===== src/hdl/tsb_pkg.sv =====
`default_nettype none
package tsb_pkg;

  localparam int unsigned FracBits  = 16;
  localparam int unsigned CoordBits = 8;
  localparam int unsigned AddrBits  = 2 * CoordBits;
  localparam int unsigned TexBits   = 32;
  localparam int unsigned WidthBits = CoordBits + 1;
  localparam int unsigned FifoDepth = 4;
  localparam int unsigned FifoPtrW  = $clog2(FifoDepth);

  typedef enum logic {
    OP_WRITE  = 1'b0,
    OP_SAMPLE = 1'b1
  } op_e;

  typedef enum logic [1:0] {
    CFG_WRAP   = 2'd0,
    CFG_FILTER = 2'd1,
    CFG_WIDTH  = 2'd2
  } cfg_idx_e;

  // Request handed from front to back: a texel write or four fetch addresses with weights.
  typedef struct packed {
    op_e                              op;
    logic                             bilinear;
    logic [3:0][AddrBits-1:0]         addr;
    logic [FracBits-1:0]              fx;
    logic [FracBits-1:0]              fy;
    logic [TexBits-1:0]               wdata;
  } req_t;

  typedef struct packed {
    logic push;
    logic full;
  } fifo_wr_t;

  typedef struct packed {
    logic pop;
    logic empty;
  } fifo_rd_t;

endpackage
`default_nettype wire


===== src/hdl/tsb_fifo.sv =====
`default_nettype none
module tsb_fifo (
  input  wire logic              clk_i,
  input  wire logic              rst_ni,
  input  tsb_pkg::fifo_wr_t      wr_i,
  input  tsb_pkg::req_t          wdata_i,
  output logic                   full_o,
  input  wire logic              pop_i,
  output tsb_pkg::fifo_rd_t      rd_o,
  output tsb_pkg::req_t          rdata_o
);
  import tsb_pkg::*;

  req_t                 mem_q [FifoDepth];
  logic [FifoPtrW-1:0]  wp_q, rp_q;
  logic [FifoPtrW:0]    cnt_q;
  logic                 push, empty;

  assign full_o   = (cnt_q == (FifoPtrW+1)'(FifoDepth));
  assign empty    = (cnt_q == '0);
  assign push     = wr_i.push;
  assign rd_o.pop   = pop_i;
  assign rd_o.empty = empty;
  assign rdata_o  = mem_q[rp_q];

  always_ff @(posedge clk_i or negedge rst_ni) begin
    if (!rst_ni) begin
      wp_q  <= '0;
      rp_q  <= '0;
      cnt_q <= '0;
    end else begin
      if (push) wp_q <= wp_q + FifoPtrW'(1);
      if (pop_i) rp_q <= rp_q + FifoPtrW'(1);
      if (push && !pop_i) begin
        cnt_q <= cnt_q + (FifoPtrW+1)'(1);
      end else if (pop_i && !push) begin
        cnt_q <= cnt_q - (FifoPtrW+1)'(1);
      end
    end
  end

  always_ff @(posedge clk_i) begin
    if (push) mem_q[wp_q] <= wdata_i;
  end

  a_no_overflow: assert property (@(posedge clk_i) disable iff (!rst_ni)
    !(push && full_o)) else $error("queue push while full");
  a_no_underflow: assert property (@(posedge clk_i) disable iff (!rst_ni)
    !(pop_i && empty)) else $error("queue pop while empty");
  a_cnt_ptr: assert property (@(posedge clk_i) disable iff (!rst_ni)
    (cnt_q[FifoPtrW-1:0] == FifoPtrW'(wp_q - rp_q))) else $error("queue count mismatch");

endmodule
`default_nettype wire


===== config.mk =====
export PLATFORM = sky130hd
export DESIGN_NAME = tsb_fifo
export DESIGN_NICKNAME = d
export VERILOG_FILES = /design/src/hdl/tsb_pkg.sv /design/src/hdl/tsb_fifo.sv
export SDC_FILE = /design/constraint.sdc
export NUM_CORES = 1
export LEC_CHECK = 0
export ABC_CLOCK_PERIOD_IN_PS = 4540
export BUFFER_PORTS_ARGS = -buffer_cell sky130_fd_sc_hd__buf_4
export CAP_MARGIN = 10
export CORE_UTILIZATION = 30
export CTS_CLUSTER_DIAMETER = 150
export DETAILED_ROUTE_END_ITERATION = 10
export PLACE_DENSITY = 0.51
export SLEW_MARGIN = 5
export SYNTH_ARGS = -nofsm -noshare
export SYNTH_HDL_FRONTEND = slang
export SYNTH_SLANG_ARGS = --single-unit
export TNS_END_PERCENT = 20

===== constraint.sdc =====
create_clock -name clk_i -period 4.54 [get_ports clk_i]
set_input_delay 0.681 -clock clk_i [delete_from_list [all_inputs] [get_ports clk_i]]
set_output_delay 0.681 -clock clk_i [all_outputs]
set_load 0.1 [all_outputs]

# --- After elaboration in Yosys (flattened, before gate mapping) ---
# Memory sizes are Yosys's and may differ from the RTL's.
# Index checks and enable logic that the tools add are counted.
totals:
  out_inout_bits: 133
  mem_count: 1
  register_bits: 7
  mem_bits_ro: 0
  in_bits: 135
  ramBits: 520
  latch_bits: 0
op_classes:
  n_eq_ne: 1
  shifts: 0
  n_mux: 4
  bitwise_logic: 0
  n_div: 0
  order_cmp: 0
  reduce_logical: 6
  n_addsub: 4
  multipliers: 0
memory_table:
  columns: ["name", "depth", "width", "rd", "rd_ports_with_merged_regs", "wr", "line", "source"]
  rows:
  - ["mem_q", 4, 130, 1, 0, 1, "tsb_fifo.sv:14", "req_t mem_q [FifoDepth];"]
op_table:
  columns: ["op", "count"]
  rows:
  - ["$mux W3", 2]
  - ["$add A2 B1 Y2 const B", 2]
  - ["$add A3 B1 Y3 const B", 1]
  - ["$eq A3 B3 Y1 const B", 1]
  - ["$logic_not A3 Y1", 1]
  - ["$sub A3 B1 Y3 const B", 1]
  - ["$logic_and A1 B1 Y1", 2]
  - ["$logic_not A1 Y1", 2]
  - ["$mux W1", 2]
  - ["$reduce_bool A2 Y1", 1]

# --- Logic depth before layout (Yosys ltp) ---
# Gate-level depths: netlist (run 1).
logic_depth:
  ltp_word: 4
  depth_mapped: 7
  mapped_depth_nobuf: 7

# --- Worst setup path after synthesis (run 1) ---
# OpenSTA, ideal clock, no wires.
synth_timing:
  kind: "input port to flip-flop"
  startpoint: "in wr_i[1] (netlist name)"
  endpoint: "mem mem_q[1][0] (netlist name) (enable)"
  t_arrival_ns: 3.658
  setup_slack_ns: 0.377
  n_path_buf: 0
  stages: 1
  setup_time_ns: 0.504
  cell_sequence: "and2_1"
synth_between:
  elab_chain_len: 2
synth_lines:
  columns: ["item", "line", "source"]
  rows:
  - ["start: declaration", "tsb_fifo.sv:5", "input tsb_pkg::fifo_wr_t wr_i,"]
  - ["$mux W1", "tsb_fifo.sv:43", "if (push) mem_q[wp_q] <= wdata_i;"]
  - ["$mux W1 (implied by the code)", "tsb_fifo.sv:43", null]
  - ["end: declaration", "tsb_fifo.sv:14", null]
# Every way passes these cells.

==> out/results.tsv, run 1 <==
metric	value	unit
timing.max_cap.violations	0	
die-area	64870	um2
gpl.final_weighted_congestion	0.6589	
ys_async_sr_fraction	1.328	%
synth_top_area_share	81.50	%
capturing_element_type_of_the_critical_path	output pin	
reg2reg_from	wp_q[0]	
rsz0062_at_grt	no	
drc	0	
clock_sinks	527	
crit_path_max_fanout	28	
synthDistinctLibCells	19	
max_clock_freq	294.3	MHz
grt_remaining_overflow	0	
route.final.wire_length	40.57	mm
synth-edff-count	520	
syn-cell-area	19160	um2
reg2reg_to	mem_q[0][32]	
initial_utilization	30.37	%
worst_slew_margin_rel	48.98	%
via_per_inst	4.454	
cts_buffers	58	
final_net_count	1168	
syn_area_per_cell	26.76	um2
finalSetupViolations	0	
yosysWarnings	0	
worst_hold_path_startpoint	wdata_i[108]	
fillers	5826	
area_of_the_placeable_core	63080	um2
cp.arrival	2720	ps
multi_input_area	3138	um2
whs_endpoint	mem_q[2][108]	
post_drt_wl_per_cell	21.16	um
routed-via-count	8539	
design.portCount	268	
netlist_instances	716	
synthesis.nets	857	
cell_depth_of_the_worst_hold_path	1	
ff2ff_path_depth	4	
antenna_cells	0	
synth_flop_type	sky130_fd_sc_hd__edfxtp_1	
yosysMostFrequentCell	sky130_fd_sc_hd__edfxtp_1	
cts_htree_levels	2	
clock_insertion_delay_worst_skew	590	ps
clk_transition_reported_paths	60	ps
total_count_of_hold_check_failures_in_the_final_report	0	
drt_iter0_markers	426	
root_buffer	sky130_fd_sc_hd__clkbuf_16	
antenna_found_initial	4	
place.detailed.hpwl	23.35	mm
aggregate_negative_setup_slack	0	ps
die_w	254.7	um
maximum_number_of_pins_on_one_net_before_global_route_repair	58	
cts.repair_timing.setup_buffer_count	0	
detail_route.first_pass.iterations	4	
track_usage	12.40	%
min_period_over_period	74.84	%
synth_seq_cells	527	
ff_latch_area	15800	um2
place.port_buffers	266	
timing.clock.skew	16.09	ps
grt_first_pass_wirelength	59.00	mm
yosys-top-cells-area	sky130_fd_sc_hd__edfxtp_1 82%, sky130_fd_sc_hd__mux4_2 15%, sky130_fd_sc_hd__dfrtp_1 0.91%	
worst_slew_pin_tran	765.3	ps
synth_sequential_area_ratio	82.42	%
tritoncts	yes	
fin_crit	3398	ps
dieHeight	254.7	um
placement_rows	92	
fraction_of_final_layout_cells_with_drive_strength_greater_than_1	46.50	%
drv_slew	0	
crit_type	reg2out	
holdCritPathClass	in2reg	
worstSetupStartpointType	register	
flow.area_growth_from_synthesis	25.46	%
cts_max_path_buffers	3	
yosysTopAreaCell	sky130_fd_sc_hd__edfxtp_1	
worst-endpoint-required	3860	ps
synthTopCellsByCount	520 x sky130_fd_sc_hd__edfxtp_1, 130 x sky130_fd_sc_hd__mux4_2, 15 x sky130_fd_sc_hd__buf_2	
status	completed	
rrSetupSlack	2590	ps
route.antenna.remaining_nets	0	
via_count_of_the_first_global_routing_pass	9328	
==> cell families (layout without fill, tap and decap cells) <==
kind of cell	Yosys count	after routing	synth area share (%)
AO/OA/AOI/OAI	1	1	0.02610
adder cells (fa/ha/maj)	6	6	0.4310
buffers and inverters	36	391	1.254
XOR/XNOR	6	6	0.2743
multiplexers	131	131	15.34
flip-flops	527	527	82.42
AND/OR/NAND/NOR	9	9	0.2547
==> worst max-delay path: stages (launching register included) <==
cell and delay (ps):
sky130_fd_sc_hd__dfrtp_4 670, sky130_fd_sc_hd__buf_4 580, sky130_fd_sc_hd__mux4_2 590, sky130_fd_sc_hd__buf_4 250
==> layout by cell type, fill, tap and decap left out, drive strengths merged, types with 5 or more instances in the layout <==
cell type / instances
buf: 282
clkbuf: 72
inv: 5
clkinv: 23
ha: 5
dfrtp: 7
mux4: 130
edfxtp: 520
==> repair_timing <==
item                       in CTS  in global routing
hold endpoints to repair        7                  0
resized for setup               0                  0
hold buffers                    1                  0
setup endpoints to repair       0                  0
==> registers in the layout, indices dropped and copies added, names as in the netlist <==
register / cells
wp_q: 2
rp_q: 2
mem_q: 520
cnt_q: 3
==> layer usage <==
layer / vias up / GRT usage [%] / routed length [um]
met5: - / 0 / 56
met4: 8 / 3.798 / 844
met3: 73 / 4.338 / 2950
met2: 194 / 20.66 / 20210
met1: 4535 / 15.09 / 16510
li1: 3729 / - / -
==> metrics by stage <==
stage | hold WS [ps] | cell area (um2) | std cells | utilization, % | setup WS, ps
global placement | 472.8 | 22240 | 1812 | 35.25 | 1664
detailed placement | 485.1 | 22240 | 1812 | 35.25 | 1643
CTS | 222.1 | 24040 | 1917 | 38.11 | 962.3
finish | 279.9 | 24040 | 1917 | 38.11 | 1142
global route | 235.5 | 24040 | 1917 | 38.11 | 924.3
floorplan | 385.4 | 19160 | 716 | - | 377.4
==> layout make-up <==
| class | count | share of cell area [%] |
|---|---|---|
| clock inverters | 32 | 1.093 |
| inverters | 4 | 0.06246 |
| clock buffers | 72 | 6.345 |
| repair buffers | 283 | 9.318 |
| multi-input cells | 153 | 13.06 |
| well taps | 846 | 4.404 |
| flip-flops and latches | 527 | 65.72 |
==> worst max path at each step <==
stage | from | endpoint | slack [ps] | cells past startpoint
4_1_cts | rp_q[0] | rdata_o[2] | 960 | 3
3_3_place_gp | rp_q[0] | rdata_o[127] | 1660 | 3
2_1_floorplan | wr_i[1] | mem_q[1][0] | 380 | 1
6_report | rp_q[0] | rdata_o[123] | 1140 | 3
5_1_grt | rp_q[0] | rdata_o[2] | 920 | 3
3_5_place_dp | rp_q[0] | rdata_o[2] | 1640 | 3
Power of run 1 is not shown: default switching activity piles up to over one toggle a cycle in this logic, so the estimate is an artifact.
==> inputs of run 2 (changes only) <==
--- a/config.mk
+++ b/config.mk
@@ -5,13 +5,14 @@
 export SDC_FILE = /design/constraint.sdc
 export NUM_CORES = 1
 export LEC_CHECK = 0
-export ABC_CLOCK_PERIOD_IN_PS = 4540
+export ABC_AREA = 1
+export ABC_CLOCK_PERIOD_IN_PS = 2950
 export BUFFER_PORTS_ARGS = -buffer_cell sky130_fd_sc_hd__buf_4
 export CAP_MARGIN = 10
 export CORE_UTILIZATION = 30
 export CTS_CLUSTER_DIAMETER = 150
 export DETAILED_ROUTE_END_ITERATION = 10
-export PLACE_DENSITY = 0.51
+export PLACE_DENSITY = 0.53
 export SLEW_MARGIN = 5
 export SYNTH_ARGS = -nofsm -noshare
 export SYNTH_HDL_FRONTEND = slang
==> constraint.sdc (replaced) <==
create_clock -name clk_i -period 2.95 [get_ports clk_i]
set_input_delay 0.4425 -clock clk_i [delete_from_list [all_inputs] [get_ports clk_i]]
set_output_delay 0.4425 -clock clk_i [all_outputs]
set_load 0.1 [all_outputs]
==> run 2 against run 1 <==
Cell count grew 47%. Global-route usage grew 0.46 points. Highest routed layer unchanged. Clock skew grew 2.9 ps. Via count grew 43%. Largest cell class unchanged. Cell area grew 7.6%. Non-clock buffer count grew 24. Flip-flop and latch count is the same.
==> out/results.tsv, run 2 <==
metric	value	unit	change
status	completed		
syn_area_per_cell	13.44	um2	-50%
final_common_cell	sky130_fd_sc_hd__edfxtp_1		
capturing_element_type_of_the_critical_path	output pin		
regMostFlops	mem_q		
maximum_number_of_pins_on_one_net_before_global_route_repair	84		+45%
grt_first_pass_wirelength	69.96	mm	+19%
ctsResizeCount	0		unchanged
clk_transition_reported_paths	60	ps	about the same
timing.critical_path.cells	buf_12 -> buf_4 -> o211ai_1 -> nand2_1 -> buf_4		
finish.instance_area	25870	um2	+7.6%
yosys-top-cells-area	sky130_fd_sc_hd__edfxtp_1 74%, sky130_fd_sc_hd__o211ai_1 9.3%, sky130_fd_sc_hd__nand2_1 7.2%		
synth_sequential_area_ratio	74.98	%	-7.4 points
whs	52.93	ps	-227.0 ps
via_count_of_the_first_global_routing_pass	12000		+29%
post_drt_wl_per_cell	16.27	um	-23%
synthDistinctLibCells	18		-1
cts.repair_timing.setup_buffer_count	0		unchanged
grt_use_met3	3.847	%	-0.49 points
fraction_of_final_layout_cells_with_drive_strength_greater_than_1	20.41	%	-26 points
synthTopCellsByCount	520 x sky130_fd_sc_hd__edfxtp_1, 403 x sky130_fd_sc_hd__nand2_1, 271 x sky130_fd_sc_hd__inv_1		
design.portCount	268		unchanged
yosysMostFrequentCell	sky130_fd_sc_hd__edfxtp_1		
placement_rows	96		+4.3%
placed_cell_area	24150	um2	+8.6%
dieHeight	266.9	um	+4.8%
via_per_inst	4.334		-2.7%
most_frequent_cells_in_the_layout	520 x sky130_fd_sc_hd__edfxtp_1, 399 x sky130_fd_sc_hd__nand2_1, 278 x sky130_fd_sc_hd__buf_4, 266 x sky130_fd_sc_hd__inv_1, 260 x sky130_fd_sc_hd__o211ai_1		
netlist_instances	1567		+120%
globalRouteMet2Util	21.75	%	+1.1 points
worst_slew_pin_tran	554.5	ps	-210.8 ps
critical_path.top_delay_family	buffers and inverters		
root_buffer	sky130_fd_sc_hd__clkbuf_16		
cts_max_path_buffers	3		unchanged
largest_register_ff_count	520		unchanged
drv_slew	0		unchanged
yosysWarnings	0		unchanged
synth_top_area_share	74.15	%	-7.4 points
place.port_buffers	266		unchanged
worst_path_max_delay_cell	sky130_fd_sc_hd__dfrtp_4		
ys_async_sr_fraction	1.328	%	unchanged
routed-via-count	12210		+43%
antenna_found_initial	4		unchanged
final_net_count	1984		+70%
area_of_the_placeable_core	69070	um2	+9.5%
timing.max_cap.violations	0		unchanged
initial_utilization	30.49	%	+0.12 points
rsz0062_at_grt	no		
min_period_over_period	94.04	%	
synth_seq_cells	527		unchanged
hold_buffers	7		+6
multi_input_area	3626	um2	+16%
cp.arrival	2330	ps	-390 ps
synth-edff-count	520		unchanged
largest_registers	mem_q x520, cnt_q x3		
place.detailed.hpwl	26.86	mm	+15%
clock_insertion_delay_worst_skew	590	ps	about the same
fillers	6604		+13%
finalSetupViolations	0		unchanged
grt_util_met1	15.97	%	+0.88 points
most_prevalent_standard_cell_on_the_critical_path	sky130_fd_sc_hd__buf_4		
cts_htree_levels	2		unchanged
detail_route.first_pass.iterations	6		+2
holdCritPathClass	in2reg		
yosysTopAreaCell	sky130_fd_sc_hd__edfxtp_1		
gpl.final_weighted_congestion	0.7167		+8.8%
max_clock_freq	360.5	MHz	
die-area	71260	um2	+9.8%
worst_slew_margin_rel	63.03	%	+14 points
flow.area_growth_from_synthesis	22.87	%	
drc	0		unchanged
critPathBufInv	3		+1
crit_path_max_fanout	31		+11%
timing.clock.skew	19.02	ps	+2.931 ps
route.final.wire_length	45.84	mm	+13%
timing.critical_path.slowest_cell_delay	620	ps	-50 ps
ff_latch_area	15800	um2	unchanged
clock_sinks	527		unchanged
tritoncts	yes		
grt.busiest_layer	met2		
worstSetupStartpointType	register		
grt_remaining_overflow	0		unchanged
finalCoreUtilization	37.46	%	-0.64 points
synthesis.nets	1708		+99%
die_w	266.9	um	+4.8%
fin_crit	2774	ps	
syn-cell-area	21060	um2	+9.9%
worst-endpoint-required	2510	ps	-1350 ps
synth_flop_type	sky130_fd_sc_hd__edfxtp_1		
antenna_cells	0		unchanged
crit_type	reg2out		
cts_buffers	57		-1.7%
track_usage	12.86	%	+0.46 points
total_count_of_hold_check_failures_in_the_final_report	0		unchanged
route.antenna.remaining_nets	0		unchanged
drt_iter0_markers	567		+33%
==> run 2: cell count changes in the layout (fill, tap and decap cells not counted), moves of 4 or more <==
cell                            delta
sky130_fd_sc_hd__dlygate4sd3_1     +6
sky130_fd_sc_hd__inv_1           +262
sky130_fd_sc_hd__mux4_2          -130
sky130_fd_sc_hd__and2_4            -4
sky130_fd_sc_hd__o211ai_1        +260
sky130_fd_sc_hd__nand2_1         +397
sky130_fd_sc_hd__nand2_2           +4
sky130_fd_sc_hd__buf_4             +5
sky130_fd_sc_hd__clkbuf_1          +7
sky130_fd_sc_hd__buf_12           +13
==> run 2: through the flow <==
| step | worst slack, ps | setup TNS, ps | instances |
|---|---|---|---|
| 3_3_place_gp | 775.1 | 0 | 2708 |
| 4_1_cts | 100.2 | 0 | 2817 |
| 6_report | 175.9 | 0 | 2817 |
| 3_5_place_dp | 764.0 | 0 | 2708 |
| 5_1_grt | 5.432 | 0 | 2817 |
| 2_1_floorplan | -47.11 | -20730 | 1567 |
==> run 2: final timing paths <==
check	start	cells past startpoint	slack, ps	end
setup reg to reg	wp_q[0]	5	1000	mem_q[2][82]
setup / recovery	rp_q[0]	5	180	rdata_o[61]
hold reg to reg	cnt_q[2]	2	510	cnt_q[2]
min in group asynchronous	rst_ni	2	210	rp_q[1]
hold / removal	wdata_i[116]	1	50	mem_q[0][116]
max in group asynchronous	rst_ni	2	2590	rp_q[0]
==> run 2: routing by layer <==
| layer | vias to the layer above | share of wire, % |
|---|---|---|
| li1 | 6015 | - |
| met4 | 8 | 1.8 |
| met2 | 204 | 49 |
| met5 | - | 0.12 |
| met3 | 62 | 6.0 |
| met1 | 5921 | 43 |
==> run 2: layout make-up <==
class | count | area share (%)
repair buffers | 307 | 10.04
flip-flops and latches | 527 | 61.05
clock inverters | 25 | 0.5754
clock buffers | 77 | 5.803
multi-input cells | 678 | 14.01
inverters | 272 | 4.014
well taps | 931 | 4.502
==> run 2: cell families (layout without fill, tap and decap cells) <==
| family | Yosys count | in the layout | synth area share [%] |
|---|---|---|---|
| AOI/OAI and AO/OA | 261 | 261 | 9.292 |
| xor gates and xnor gates | 4 | 4 | 0.1664 |
| adders and majority gates | 6 | 6 | 0.3921 |
| buffers and inverters | 362 | 681 | 7.884 |
| DFF | 527 | 527 | 74.98 |
| and+or+nand+nor | 407 | 407 | 7.284 |
Power of run 2 is left out for the same reason.
