### config.mk
export PLATFORM = sky130hd
export DESIGN_NAME = tsb_front
export DESIGN_NICKNAME = d
export VERILOG_FILES = /design/src/hdl/tsb_pkg.sv /design/src/hdl/tsb_front.sv
export SDC_FILE = /design/constraint.sdc
export NUM_CORES = 1
export LEC_CHECK = 0
export BUFFER_PORTS_ARGS = -buffer_cell sky130_fd_sc_hd__clkbuf_2
export CAP_MARGIN = 20
export CELL_PAD_IN_SITES_DETAIL_PLACEMENT = 1
export CELL_PAD_IN_SITES_GLOBAL_PLACEMENT = 1
export CORE_MARGIN = 4
export CORE_UTILIZATION = 35
export CTS_CLUSTER_DIAMETER = 30
export DETAILED_ROUTE_END_ITERATION = 10
export GPL_TIMING_DRIVEN = 0
export PLACE_DENSITY = 0.71
export SETUP_SLACK_MARGIN = 0.4
export SYNTH_ARGS = -nofsm -noshare
export SYNTH_HDL_FRONTEND = slang
export SYNTH_SLANG_ARGS = --single-unit
### constraint.sdc
create_clock -name clk_i -period 23.1 [get_ports clk_i]
set_clock_uncertainty 0.2 [all_clocks]
set_input_delay 1.155 -clock clk_i [delete_from_list [all_inputs] [get_ports clk_i]]
set_output_delay 1.155 -clock clk_i [all_outputs]
set_load 0.01 [all_outputs]
### src/hdl/tsb_pkg.sv
`default_nettype none
package tsb_pkg;

  localparam int unsigned FracBits  = 16;
  localparam int unsigned CoordBits = 8;
  localparam int unsigned AddrBits  = 2 * CoordBits;
  localparam int unsigned TexBits   = 32;
  localparam int unsigned WidthBits = CoordBits + 1;
  localparam int unsigned FifoDepth = 4;
  localparam int unsigned FifoPtrW  = $clog2(FifoDepth);

  typedef enum logic {
    OP_WRITE  = 1'b0,
    OP_SAMPLE = 1'b1
  } op_e;

  typedef enum logic [1:0] {
    CFG_WRAP   = 2'd0,
    CFG_FILTER = 2'd1,
    CFG_WIDTH  = 2'd2
  } cfg_idx_e;

  // Request handed from front to back: a texel write or four fetch addresses with weights.
  typedef struct packed {
    op_e                              op;
    logic                             bilinear;
    logic [3:0][AddrBits-1:0]         addr;
    logic [FracBits-1:0]              fx;
    logic [FracBits-1:0]              fy;
    logic [TexBits-1:0]               wdata;
  } req_t;

  typedef struct packed {
    logic push;
    logic full;
  } fifo_wr_t;

  typedef struct packed {
    logic pop;
    logic empty;
  } fifo_rd_t;

endpackage
`default_nettype wire

### src/hdl/tsb_front.sv
`default_nettype none
module tsb_front (
  input  wire logic                  clk_i,
  input  wire logic                  rst_ni,
  input  wire logic                  cfg_valid_i,
  output logic                       cfg_ready_o,
  input  wire logic [1:0]            cfg_index_i,
  input  wire logic [8:0]            cfg_data_i,
  input  wire logic                  in_valid_i,
  output logic                       in_ready_o,
  input  wire logic                  in_op_i,
  input  wire logic [15:0]           in_index_i,
  input  wire logic [31:0]           in_value_i,
  input  wire logic [23:0]           in_u_i,
  input  wire logic [23:0]           in_v_i,
  output tsb_pkg::req_t              req_o,
  output tsb_pkg::fifo_wr_t          fifo_wr_o,
  input  wire logic                  fifo_full_i
);
  import tsb_pkg::*;

  localparam logic signed [25:0] CoordOne = 26'sd1 <<< FracBits;

  logic                    wrap_q, filt_q;
  logic [WidthBits-1:0]    width_q;
  logic [WidthBits-1:0]    w_eff;
  logic [CoordBits-1:0]    wm1;

  logic                    en;
  logic                    f1_vld_q, f2_vld_q, f3_vld_q;
  op_e                     f1_op_q, f2_op_q;
  logic [AddrBits-1:0]     f1_idx_q, f2_idx_q;
  logic [TexBits-1:0]      f1_val_q, f2_val_q;
  logic [FracBits:0]       cu_d, cv_d, cu_q, cv_q;
  logic [FracBits+CoordBits-1:0] su_q, sv_q;
  logic [FracBits+CoordBits:0]   pu, pv;
  req_t                    req_d, req_q;

  logic signed [25:0]      u_s, v_s;
  logic [CoordBits-1:0]    x0, y0, x1, y1;

  function automatic logic [FracBits:0] fix_coord(input logic signed [25:0] c,
                                                  input logic wrap);
    logic [FracBits:0] r;
    if (wrap) begin
      r = {1'b0, c[FracBits-1:0]};
    end else if (c < 26'sd0) begin
      r = '0;
    end else if (c > CoordOne) begin
      r = {1'b1, {FracBits{1'b0}}};
    end else begin
      r = c[FracBits:0];
    end
    return r;
  endfunction

  function automatic logic [CoordBits-1:0] pick(input logic [FracBits+CoordBits-1:0] s,
                                                input logic bilin,
                                                input logic [CoordBits-1:0] lim);
    logic [FracBits+CoordBits:0] r;
    logic [CoordBits:0]          c;
    if (bilin) begin
      r = {1'b0, s};
    end else begin
      r = {1'b0, s} + (FracBits+CoordBits+1)'(1 << (FracBits - 1));
    end
    c = r[FracBits+CoordBits:FracBits];
    return (c > {1'b0, lim}) ? lim : c[CoordBits-1:0];
  endfunction

  assign cfg_ready_o = 1'b1;

  always_ff @(posedge clk_i or negedge rst_ni) begin
    if (!rst_ni) begin
      wrap_q  <= 1'b0;
      filt_q  <= 1'b0;
      width_q <= WidthBits'(1);
    end else if (cfg_valid_i) begin
      case (cfg_index_i)
        CFG_WRAP:   wrap_q  <= cfg_data_i[0];
        CFG_FILTER: filt_q  <= cfg_data_i[0];
        CFG_WIDTH:  width_q <= cfg_data_i;
        default: ;
      endcase
    end
  end

  always_comb begin
    if (width_q == '0) begin
      w_eff = WidthBits'(1);
    end else if (width_q > WidthBits'(1 << CoordBits)) begin
      w_eff = WidthBits'(1 << CoordBits);
    end else begin
      w_eff = width_q;
    end
  end
  assign wm1 = CoordBits'(w_eff - WidthBits'(1));

  assign en          = !f3_vld_q || !fifo_full_i;
  assign in_ready_o  = en;
  assign fifo_wr_o.push = f3_vld_q && !fifo_full_i;
  assign fifo_wr_o.full = fifo_full_i;
  assign req_o       = req_q;

  // stage 1: flip v, clamp or wrap
  assign u_s  = 26'(signed'(in_u_i));
  assign v_s  = CoordOne - 26'(signed'(in_v_i));
  assign cu_d = fix_coord(u_s, wrap_q);
  assign cv_d = fix_coord(v_s, wrap_q);

  // stage 2: scale by width-1
  assign pu = (FracBits+CoordBits+1)'(cu_q) * (FracBits+CoordBits+1)'(wm1);
  assign pv = (FracBits+CoordBits+1)'(cv_q) * (FracBits+CoordBits+1)'(wm1);

  // stage 3: texel positions, neighbours clamped to last column/row, addresses
  always_comb begin
    x0 = pick(su_q, filt_q, wm1);
    y0 = pick(sv_q, filt_q, wm1);
    x1 = (x0 < wm1) ? x0 + CoordBits'(1) : wm1;
    y1 = (y0 < wm1) ? y0 + CoordBits'(1) : wm1;
    req_d.op       = f2_op_q;
    req_d.bilinear = filt_q;
    req_d.fx       = su_q[FracBits-1:0];
    req_d.fy       = sv_q[FracBits-1:0];
    req_d.wdata    = f2_val_q;
    if (f2_op_q == OP_WRITE) begin
      req_d.addr = {4{f2_idx_q}};
    end else begin
      req_d.addr[0] = AddrBits'(AddrBits'(y0) * AddrBits'(w_eff) + AddrBits'(x0));
      req_d.addr[1] = AddrBits'(AddrBits'(y0) * AddrBits'(w_eff) + AddrBits'(x1));
      req_d.addr[2] = AddrBits'(AddrBits'(y1) * AddrBits'(w_eff) + AddrBits'(x0));
      req_d.addr[3] = AddrBits'(AddrBits'(y1) * AddrBits'(w_eff) + AddrBits'(x1));
    end
  end

  always_ff @(posedge clk_i or negedge rst_ni) begin
    if (!rst_ni) begin
      f1_vld_q <= 1'b0;
      f2_vld_q <= 1'b0;
      f3_vld_q <= 1'b0;
    end else if (en) begin
      f1_vld_q <= in_valid_i;
      f2_vld_q <= f1_vld_q;
      f3_vld_q <= f2_vld_q;
    end
  end

  always_ff @(posedge clk_i) begin
    if (en) begin
      f1_op_q  <= op_e'(in_op_i);
      f1_idx_q <= in_index_i;
      f1_val_q <= in_value_i;
      cu_q     <= cu_d;
      cv_q     <= cv_d;
      f2_op_q  <= f1_op_q;
      f2_idx_q <= f1_idx_q;
      f2_val_q <= f1_val_q;
      su_q     <= pu[FracBits+CoordBits-1:0];
      sv_q     <= pv[FracBits+CoordBits-1:0];
      req_q    <= req_d;
    end
  end

endmodule
`default_nettype wire

### Word-level counts from Yosys, hierarchy flattened

Index checks and enable logic that the tools add are counted.

| cells by class | value |
|---|---|
| add/sub/neg operators | 10 |
| multipliers | 4 |
| div/mod/pow operators | 0 |
| magnitude comparators | 9 |
| equal/unequal tests | 2 |
| shift operators | 0 |
| muxes and demuxes | 15 |
| bitwise logic cells | 0 |
| reductions and logical operators | 11 |

Operator list:

| kind | count |
|---|---|
| $add 16x8->16 | 4 |
| $mux 16 | 4 |
| $mux 64 | 1 |
| $add 24x16->25 const B | 2 |
| $mux 25 | 2 |
| $mul 17x8->24 | 2 |
| $mux 17 | 2 |
| $mul 8x9->16 | 2 |
| $mux 8 | 4 |
| $gt 25x18->1 const B | 1 |
| $lt 25x1->1 const B | 1 |
| $sub 18x24->25 const A | 1 |
| $gt 24x18->1 const B | 1 |
| $lt 24x1->1 const B | 1 |
| $gt 9x8->1 | 2 |
| $mux 9 | 2 |
| $add 8x1->8 const B | 2 |
| $lt 8x8->1 | 2 |
| $gt 9x9->1 const B | 1 |
| $logic_not 9->1 | 1 |
| $sub 8x1->8 const B | 1 |
| $reduce_and 2->1 | 3 |
| $reduce_or 2->1 | 2 |
| $eq 2x1->1 const B | 1 |
| other kinds (5) | 6 |

| storage, ports and cells | value |
|---|---|
| flip-flop bits (word level) | 324 |
| latch bits | 0 |
| memory bits (writable) | 0 |
| bits in read-only memories | 0 |
| input bits | 113 |
| memories kept | 0 |

### Longest topological paths before layout

Gate-level depths: netlist of run 1.

| depth | value |
|---|---|
| depth in word-level cells | 11 |
| mapped depth | 52 |
| depth with buffers taken out | 45 |

### Worst setup path after synthesis of run 1

No wires, ideal clock.

| timing | value |
|---|---|
| kind | flip-flop to flip-flop |
| from | register width_q[3] |
| to | register req_q, in the netlist req_o[111] (data pin) |
| arrival time | 10,822 ps |
| setup slack | 11,818 ps |
| cell stages (with the launch flop) | 49 |
| path buffers | 7 |
| period minus slack after synthesis | 11,282 ps |
| path through | dfrtp_1 -> buf_2 -> nor4_2 -> a21o_1 -> inv_2 -> clkbuf_1 -> clkbuf_1 -> ha_1 -> a21oi_1 -> a211oi_1 -> a21oi_1 -> clkbuf_1 -> inv_1 -> ha_1 -> nand4_1 -> o21a_1 -> a31oi_4 -> and2_4 -> (+13 left out) -> a21oi_1 -> a221oi_2 -> nand2b_1 -> fa_1 -> fa_1 -> inv_1 -> fa_1 -> inv_1 -> fa_1 -> inv_1 -> ha_1 -> o21a_1 -> a211oi_1 -> o31ai_1 -> o311ai_0 -> nand4_1 -> xnor2_1 -> mux2_2 |

RTL lines:

| item | line | RTL |
|---|---|---|
| start: declaration | tsb_front.sv:25 | `logic [WidthBits-1:0] width_q;` |
| start signal: assignment | tsb_front.sv:77 | `width_q <= WidthBits'(1);` |
| start signal: assignment | tsb_front.sv:82 | `CFG_WIDTH: width_q <= cfg_data_i;` |
| end signal: assignment | tsb_front.sv:160 | `req_q <= req_d;` |
| end: declaration | tsb_front.sv:37 | `req_t req_d, req_q;` |

==> metrics.md, run 1 <==
| Metric | Value |
|---|---|
| Status | `finished, final reports clean` |
| Die Wd | `288.4 um` |
| Slowest-stage cell, CP | `o21ai_1` |
| Post-Syn Area | `27,510 um2` |
| Critical path capture point type | `register` |
| Max-cap violations | `0` |
| Post-synth EDFFs | `310` |
| Number of fill cells | `8,652` |
| Fin Setup TNS | `0 ns` |
| Cts repair resizes | `0` |
| Final slew viol count | `0` |
| Detailed Place HPWL | `57,830 um` |
| Critical Path Start Type | `register` |
| Clock sinks | `324` |
| RSZ-0062 raised after global routing | `no` |
| Fin area | `33,190 um2` |
| WP data arrival | `14.72 ns` |
| Buffers on Ports | `242` |
| Cell mode on critical path | `inv_1` |
| DRC Markers | `0` |
| Root Buffer | `clkbuf_16` |
| Initial antenna violation count | `1` |
| Syn avg cell area | `10.56 um2` |
| Initial drt markers | `659` |
| Routed vias/inst | `4.862` |
| Largest net degree at the start of global routing | `72` |
| Actual slew at the worst max-slew pin | `0.9456 ns` |
| All-Layer GR Usage | `17.67%` |
| Async S/R FF share, synth | `4.321%` |
| Worst setup path class | `register to register` |
| Die ar. | `83,150 um2` |
| Tmin final | `14.57 ns` |
| Yosys top cell by area | `edfxtp_1` |
| Commonest register cell after synthesis | `edfxtp_1` |
| Initial Util | `35.40%` |
| Final ANT Viol Nets | `0` |
| Avg WL per Cell | `18.06 um` |
| Worst Path Required | `23.26 ns` |
| Layout cells sized above 1 | `15.48%` |
| Synth area leaders | `edfxtp_1 (34%), fa_1 (19%), ha_1 (10%), inv_1 (4.7%), nand2_1 (4.3%)` |
| Drt pass-1 iters | `5` |
| Final hold vios | `0` |
| Finish-stage setup viols | `0` |
| # placed instances | `3,895` |
| Slowest stage delay, CP | `0.71 ns` |
| Commonest non-fill, non-tap cells in the layout | `inv_1 (343), nand2_1 (314), edfxtp_1 (310), fa_1 (264), clkbuf_2 (242)` |
| Critical path buffers and inverters | `15` |
| First-pass GRT wire length | `117,000 um` |
| Post-CTS Hold Fix Bufs | `0` |
| Area after DPL | `30,170 um2` |
| Clk buf depth | `3` |
| Register area share after synthesis | `35.11%` |
| Diodes inserted | `0` |
| Final GP Congestion | `0.8451` |
| Count of state elements after synthesis | `324` |
| Top cell type's share of synthesized area | `33.84%` |
| Hold/Removal Path Class | `register to register` |
| Layout area overhead | `20.62%` |
| Yosys warns | `0` |
| Core area | `77,720 um2` |
| CP max FO | `12` |
| Layout Cells excl Fill | `4,050` |
| Congestion Overflow GR | `0` |
| Total I/O pin count | `247` |
| Register area | `9661 um2` |
| CTS tree | `built` |
| Delay-heaviest family, CP | `compound AO/OA/AOI/OAI gates` |
| Row count | `102` |
| Yosys cell types | `89` |
| Clk slew on worst S/H paths | `0.05 ns` |
| Clock H-tree levels | `3` |
| Vias after detailed routing | `19,690` |
| Nets | `3,543` |
| Vias in the first global route | `21,840` |
| Synthesized Nets | `3,207` |
| Area of the multi-input gates | `16,240 um2` |
| DRT Wirelength | `73,130 um` |
| Slew margin rel. | `36.96%` |
| Period utilization | `63.07%` |
| Die height | `288.4 um` |
| Max Freq | `68.64 MHz` |
| Clock Latency Late Sink | `0.62 ns` |
| Most common cell after layout, fill and taps aside | `inv_1` |
| Setup repair bufs after CTS | `0` |
| Syn Inst Count | `2,606` |
| Clock buffer count from CTS | `85` |
[worst register-to-register path, delay by kind of cell, from the launching register on]
kind,cells,cell delay [ns]
flops,1,0.34
compound gates,16,4.33
mux,1,0.27
xor+xnor,2,0.66
fa+ha+maj,8,3.65
simple gates,6,1.29
buf+inv,15,3.63
[path summary, 6_finish.rpt]
path                         startpoint    endpoint  slack, ns  cells past startpoint
setup / recovery             width_q[3]  req_o[127]       8.53                     48
hold / removal             f2_val_q[11]   req_o[11]       0.21                      0
setup reg to reg             width_q[3]  req_o[127]       8.53                     48
hold reg to reg            f2_val_q[11]   req_o[11]       0.21                      0
max in group asynchronous        rst_ni  width_q[0]      22.10                      1
min in group asynchronous        rst_ni    f3_vld_q       0.28                      1
[flip-flops by register name (all words and copies together), names as in the netlist]
register  count
f2_val_q     32
cu_q         17
wrap_q        1
su_q         24
width_q       9
cv_q         17
f1_idx_q     16
f2_vld_q      1
f3_vld_q      1
sv_q         24
filt_q        1
f2_op_q       1
f1_vld_q      1
f1_op_q       1
f1_val_q     32
f2_idx_q     16
req_o       130
[logic make-up (layout without fill, tap and decap cells)]
group	count (synthesis)	after routing	share of synthesized area, %
xor+xnor	160	160	5.148
flops	324	324	35.11
fa+ha+maj	488	488	29.40
simple gates	842	842	14.99
mux	37	37	1.446
compound gates	335	335	7.995
other cells	1	1	0.01363
buf+inv	419	823	5.894
[layout make-up]
cell class / instances / share of cell area, %
Clock buffer: 96 / 6.628
Tap cell: 1040 / 3.921
Sequential cell: 324 / 29.11
Multi-Input combinational cell: 1863 / 48.93
Timing Repair Buffer: 249 / 4.057
Buffer: 70 / 0.9200
Clock inverter: 59 / 2.470
Inverter: 349 / 3.966
[layer usage]
metal / share of wire [%] / track usage, % / vias up
met5: 0 / 0 / -
met4: 2.9 / 5.831 / 0
met3: 4.1 / 2.960 / 136
met2: 51 / 32.31 / 404
met1: 42 / 21.07 / 9763
li1: - / - / 9389
[Yosys cell counts (13+ instances only)]
cell / count
a21o_1: 43
a21oi_1: 106
and2_1: 128
and3_1: 14
clkbuf_1: 46
dfrtp_1: 13
edfxtp_1: 310
fa_1: 264
ha_1: 224
inv_1: 343
mux2_2: 19
mux2i_1: 17
nand2_1: 315
nand2b_1: 30
nand3_1: 19
nand4_1: 16
nor2_1: 172
nor2b_1: 57
nor3_1: 24
o21a_1: 20
o21ai_0: 63
xnor2_1: 103
xor2_1: 55
[through the flow]
step                worst slack, ns  util, %  hold slack (ns)
detailed placement            8.525    38.81           0.2056
finish                        8.532    42.70           0.2071
global route                  7.778    42.70           0.2074
global placement              8.343    38.63           0.2001
floorplan                     11.82        -           0.2003
CTS                           8.526    42.70           0.2047
Power of run 1 is left out: the tool's default activity adds up to more than one toggle a clock period on the data nets, which glitch-free logic cannot reach.
==> run 2: changes to the inputs <==
--- a/config.mk
+++ b/config.mk
@@ -5,6 +5,7 @@
 export SDC_FILE = /design/constraint.sdc
 export NUM_CORES = 1
 export LEC_CHECK = 0
+export ABC_AREA = 1
 export BUFFER_PORTS_ARGS = -buffer_cell sky130_fd_sc_hd__clkbuf_2
 export CAP_MARGIN = 20
 export CELL_PAD_IN_SITES_DETAIL_PLACEMENT = 1
@@ -14,7 +15,7 @@
 export CTS_CLUSTER_DIAMETER = 30
 export DETAILED_ROUTE_END_ITERATION = 10
 export GPL_TIMING_DRIVEN = 0
-export PLACE_DENSITY = 0.71
+export PLACE_DENSITY = 0.72
 export SETUP_SLACK_MARGIN = 0.4
 export SYNTH_ARGS = -nofsm -noshare
 export SYNTH_HDL_FRONTEND = slang
==> constraint.sdc (replaced) <==
create_clock -name clk_i -period 15 [get_ports clk_i]
set_clock_uncertainty 0.2 [all_clocks]
set_input_delay 0.75 -clock clk_i [delete_from_list [all_inputs] [get_ports clk_i]]
set_output_delay 0.75 -clock clk_i [all_outputs]
set_load 0.01 [all_outputs]
==> run 2 against run 1 <==
Critical path depth up 10. First-iteration DRC count rose by 49%. Core utilization fell by 0.23 points. Sequential cell count is the same. Largest cell class unchanged. Fmax rose by 12%. Critical path type unchanged. Non-clock buffer count decreased by 15. Global-route usage up 1.3 points. Wire length rose by 4.5%.
==> metrics.md, run 2 <==
| Metric | Value |
|---|---|
| Final GP Congestion | `0.8596` |
| Finish-stage setup viols | `0` |
| Initial antenna violation count | `0` |
| Slowest-stage cell, CP | `buf_1` |
| Setup repair bufs after CTS | `0` |
| Final slew viol count | `0` |
| Status | `finished, final reports clean` |
| Critical Path Start Type | `register` |
| Vias in the first global route | `22,080` |
| Tmin final | `12.97 ns` |
| Synth top cells by count | `inv_1 (513), nand2_1 (496), nor2_1 (323), edfxtp_1 (310), fa_1 (264)` |
| Die Wd | `285.2 um` |
| Clock buffer count from CTS | `78` |
| Top cell type's share of synthesized area | `34.61%` |
| Post-CTS Hold Fix Bufs | `1` |
| Register area share after synthesis | `35.92%` |
| Core area | `76,080 um2` |
| Layout cells sized above 1 | `14.19%` |
| Syn Inst Count | `2,799` |
| First-pass GRT wire length | `122,100 um` |
| Post-synth EDFFs | `310` |
| Final ANT Viol Nets | `0` |
| Worst setup path class | `register to register` |
| All-Layer GR Usage | `19.00%` |
| Initial Util | `35.35%` |
| Syn avg cell area | `9.609 um2` |
| Total I/O pin count | `247` |
| Commonest non-fill, non-tap cells in the layout | `inv_1 (513), nand2_1 (495), nor2_1 (323), edfxtp_1 (310), fa_1 (264)` |
| Largest net degree at the start of global routing | `72` |
| Detailed Place HPWL | `60,240 um` |
| Vias after detailed routing | `20,200` |
| Clock Latency Late Sink | `0.65 ns` |
| Cell mode on critical path | `nand2_1` |
| Hold/Removal Path Class | `input port to register` |
| Max Freq | `77.09 MHz` |
| Yosys warns | `0` |
| Synth area leaders | `edfxtp_1 (35%), fa_1 (20%), ha_1 (10%), inv_1 (7.2%), nand2_1 (6.9%)` |
| Post-Syn Area | `26,890 um2` |
| Initial drt markers | `982` |
| Period utilization | `86.48%` |
| Max-cap violations | `0` |
| Clk buf depth | `3` |
| RSZ-0062 raised after global routing | `no` |
| Layout Cells excl Fill | `4,223` |
| Layout area overhead | `20.12%` |
| DRC Markers | `0` |
| Final hold vios | `0` |
| Number of fill cells | `8,729` |
| CP max FO | `13` |
| Clock sinks | `324` |
| Nets | `3,731` |
| Routed vias/inst | `4.784` |
| Congestion Overflow GR | `0` |
| Cts repair resizes | `0` |
| Die ar. | `81,340 um2` |
| Yosys cell types | `61` |
| Critical path capture point type | `register` |
| Worst Path Required | `15.15 ns` |
| Clock H-tree levels | `3` |
| Fin area | `32,310 um2` |
| Most frequent cell after synthesis | `inv_1` |
| Yosys top cell by area | `edfxtp_1` |
| Most common cell after layout, fill and taps aside | `inv_1` |
| # placed instances | `4,079` |
| Row count | `101` |
| Clk slew on worst S/H paths | `0.06 ns` |
| Fin Setup TNS | `0 ns` |
| Buffers on Ports | `245` |
| Drt pass-1 iters | `5` |
| Diodes inserted | `0` |
| Commonest register cell after synthesis | `edfxtp_1` |
| Number of flip-flops under the largest register name | `130` |
| CTS tree | `built` |
| Avg WL per Cell | `18.10 um` |
| Slowest stage delay, CP | `0.67 ns` |
| DRT Wirelength | `76,450 um` |
| Root Buffer | `clkbuf_16` |
| Slew margin rel. | `29.77%` |
| Actual slew at the worst max-slew pin | `1.042 ns` |
| Area after DPL | `29,550 um2` |
| Async S/R FF share, synth | `4.321%` |
| Die height | `285.2 um` |
| Count of state elements after synthesis | `324` |
| WP data arrival | `13.12 ns` |
| Synthesized Nets | `3,400` |
-- run 2: cell types whose count changed in the layout (fill, tap and decap cells not counted), sizes merged, moves of 44 or more --
cell   delta
nor2    +157
inv     +179
o21ai    +44
nor2b    -57
nand3    +44
nand2   +195
and2    -124
xnor2    -72
-- run 2: worst paths after layout --
kind	start	to	slack, ns	cells past startpoint
max in group asynchronous	rst_ni	width_q[0]	13.90	2
hold reg to reg	sv_q[12]	req_o[44]	0.20	0
setup / recovery	width_q[0]	req_o[111]	2.03	58
setup reg to reg	width_q[0]	req_o[111]	2.03	58
min in group asynchronous	rst_ni	width_q[4]	0.39	2
hold / removal	in_value_i[7]	f1_val_q[7]	0.08	1
-- run 2: area by class of cell --
class | instances | area (um2) | share of cell area, %
plain buffers | 53 | 229.0 | 0.7088
clock buffers | 84 | 1974 | 6.112
clock inverters | 59 | 767.0 | 2.374
inverters | 526 | 1974 | 6.112
multi-input cells | 1896 | 15040 | 46.55
flip-flops and latches | 324 | 9661 | 29.90
well taps | 1030 | 1289 | 3.989
repair buffers | 251 | 1374 | 4.253
-- run 2: per-layer routing --
metal / routed length, um / global-route usage, %
met1: 34080 / 24.80
met2: 36760 / 32.25
met4: 1743 / 5.528
met3: 3868 / 3.589
met5: 0 / 0
-- run 2: worst max-delay path: cells and delay by family (launching register included) --
kind | cells | cell delay, ns
AOI/OAI and AO/OA | 6 | 1.29
xor gates and xnor gates | 1 | 0.14
adders and majority gates | 8 | 3.61
buffers and inverters | 13 | 2.75
DFF | 1 | 0.55
and+or+nand+nor | 30 | 4.11
-- run 2: kinds of logic after synthesis --
family          count (synthesis)  share of synthesized area (%)
flops                         324                          35.92
fa+ha+maj                     488                          30.07
buf+inv                       579                          8.193
xor+xnor                      127                          4.136
mux                             3                         0.1256
other cells                     1                        0.01394
simple gates                  971                          14.95
compound gates                306                          6.592
-- run 2: stage by stage --
step | setup WS (ns) | hold slack, ns | utilization, %
6_report | 2.028 | 0.08113 | 42.47
4_1_cts | 2.084 | 0.03800 | 42.47
5_1_grt | 1.288 | 0.04746 | 42.47
2_1_floorplan | 5.445 | 0.2003 | -
3_3_place_gp | 2.318 | 0.2004 | 38.66
3_5_place_dp | 2.178 | 0.2052 | 38.85
Power of run 2 is left out for the same reason.
==> run 3: changes to the inputs <==
--- a/config.mk
+++ b/config.mk
@@ -7,7 +7,7 @@
 export LEC_CHECK = 0
 export ABC_AREA = 1
 export BUFFER_PORTS_ARGS = -buffer_cell sky130_fd_sc_hd__clkbuf_2
-export CAP_MARGIN = 20
+export CAP_MARGIN = 40
 export CELL_PAD_IN_SITES_DETAIL_PLACEMENT = 1
 export CELL_PAD_IN_SITES_GLOBAL_PLACEMENT = 1
 export CORE_MARGIN = 4
==> constraint.sdc (replaced) <==
create_clock -name clk_i -period 15 [get_ports clk_i]
set_clock_uncertainty 0.2 [all_clocks]
set_input_delay 1.5 -clock clk_i [delete_from_list [all_inputs] [get_ports clk_i]]
set_output_delay 1.5 -clock clk_i [all_outputs]
set_load 0.01 [all_outputs]
==> run 3 against run 2 <==
Clock-buffer cell count up 2. Non-clock buffer count up 4. Wire length down 0.16%. Register-to-register slack better by 0.15 ns.
==> metrics.md, run 3 (same netlist as run 2, synthesis figures left out) <==
| Metric | Value |
|---|---|
| Initial antenna violation count | `1` |
| Clk slew on worst S/H paths | `0.05 ns` |
| Cts repair resizes | `0` |
| Total I/O pin count | `247` |
| RSZ-0062 raised after global routing | `no` |
| Number of flip-flops under the largest register name | `130` |
| R2R Path End | `req_o[111]` |
| Largest net degree at the start of global routing | `71` |
| Buffers on Ports | `245` |
| Final hold vios | `0` |
| Critical Path Start Type | `register` |
| Cell mode on critical path | `nand2_1` |
| Avg WL per Cell | `18.04 um` |
| Post-CTS Hold Fix Bufs | `0` |
| Finish-stage setup viols | `0` |
| Period utilization | `85.50%` |
| Clock sinks | `324` |
| Worst r2r src | `width_q[0]` |
| CTS tree | `built` |
| Critical path capture point type | `register` |
| Root Buffer | `clkbuf_16` |
| Die ar. | `81,340 um2` |
| Fin Setup TNS | `0 ns` |
| Routed vias/inst | `4.797` |
| First-pass GRT wire length | `121,300 um` |
| Clock H-tree levels | `3` |
| Slowest stage delay, CP | `0.72 ns` |
| Status | `finished, final reports clean` |
| DRC Markers | `0` |
| Max Freq | `77.97 MHz` |
| Die Wd | `285.2 um` |
| Core area | `76,080 um2` |
| Slowest-stage cell, CP | `buf_1` |
| Clock buffer count from CTS | `80` |
| All-Layer GR Usage | `18.92%` |
| Worst setup margin | `2.175 ns` |
| Nets | `3,737` |
| Die height | `285.2 um` |
| Clk buf depth | `3` |
| WP data arrival | `12.99 ns` |
| Row count | `101` |
| Diodes inserted | `0` |
| CP max FO | `12` |
| Pre-CTS WS | `2.326 ns` |
| Layout cells sized above 1 | `14.65%` |
| Setup repair bufs after CTS | `0` |
| Cell depth of the worst hold path | `0` |
| Actual slew at the worst max-slew pin | `0.9453 ns` |
| R2R Setup Slk | `2.17 ns` |
| Tmin final | `12.83 ns` |
| DRT Wirelength | `76,330 um` |
| Initial drt markers | `857` |
| Detailed Place HPWL | `60,700 um` |
| Max-cap violations | `0` |
| Final ANT Viol Nets | `0` |
| Worst setup path class | `register to register` |
| Vias after detailed routing | `20,300` |
| Commonest non-fill, non-tap cells in the layout | `inv_1 (513), nand2_1 (495), nor2_1 (323), edfxtp_1 (310), fa_1 (264)` |
| Worst Path Required | `15.16 ns` |
| Hold EP | `f2_val_q[5]` |
| Vias in the first global route | `21,980` |
| Hold/Removal Path Class | `register to register` |
| Final slew viol count | `0` |
| Slew margin rel. | `36.31%` |
| Final GP Congestion | `0.8596` |
| Most common cell after layout, fill and taps aside | `inv_1` |
| Layout area overhead | `21.02%` |
| Hold wc startpoint | `f1_val_q[5]` |
| Initial Util | `35.35%` |
| Drt pass-1 iters | `4` |
| Worst r2r path cells | `59` |
| Congestion Overflow GR | `0` |
| Clock Latency Late Sink | `0.62 ns` |
## run 3: cell types whose count changed in the layout (fill, tap and decap cells not counted), sizes merged
cell | before | now
inv | 530 | 527
dlygate4sd3 | 1 | 0
bufinv | 10 | 15
clkbuf | 365 | 367
clkinv | 30 | 29
buf | 22 | 27
clkinvlp | 15 | 17
## run 3: how the worst max path moves through the flow
| stage | start | end | slack (ns) |
|---|---|---|---|
| global placement | fifo_full_i | in_ready_o | 0.96 |
| global route | width_q[0] | req_o[126] | 1.52 |
| floorplan | fifo_full_i | in_ready_o | 5.17 |
| detailed placement | width_q[0] | req_o[126] | 2.33 |
| CTS | width_q[0] | req_o[111] | 2.25 |
| finish | width_q[0] | req_o[111] | 2.17 |
## run 3: cell type report
cell class	instances	area, um2
fill	8728	43530
multi-input combinational	1896	15040
sequential	324	9661
clock buffer	86	2024
inverter	526	1974
timing repair buffer	255	1434
tap	1030	1289
clock inverter	62	898.4
buffer	53	229.0
## run 3: stage by stage
step | hold WS, ns | instance area, um2 | util [%] | cells
2_1_floorplan | 0.2003 | 26890 | - | 2799
3_3_place_gp | 0.2004 | 29410 | 38.66 | 4074
3_5_place_dp | 0.2052 | 29620 | 38.94 | 4084
4_1_cts | 0.2113 | 32550 | 42.78 | 4232
5_1_grt | 0.2149 | 32550 | 42.78 | 4232
6_report | 0.2098 | 32550 | 42.78 | 4232
## run 3: worst max-delay path: cells and delay by family, from the launching register on
kind,cells,cell delay [ns]
compound gates,6,1.30
xor+xnor,1,0.15
fa+ha+maj,8,3.42
buf+inv,14,2.84
flops,1,0.55
simple gates,30,4.11
## run 3: routing by layer
metal | vias up | part of all wire [%] | routed length [um] | track usage (%)
li1 | 9636 | - | - | -
met1 | 10100 | 44 | 33870 | 24.65
met2 | 440 | 48 | 36330 | 31.91
met3 | 129 | 5.2 | 3959 | 3.581
met4 | 2 | 2.8 | 2160 | 6.064
met5 | - | 0.017 | 13 | 0
Power of run 3 is left out for the same reason.
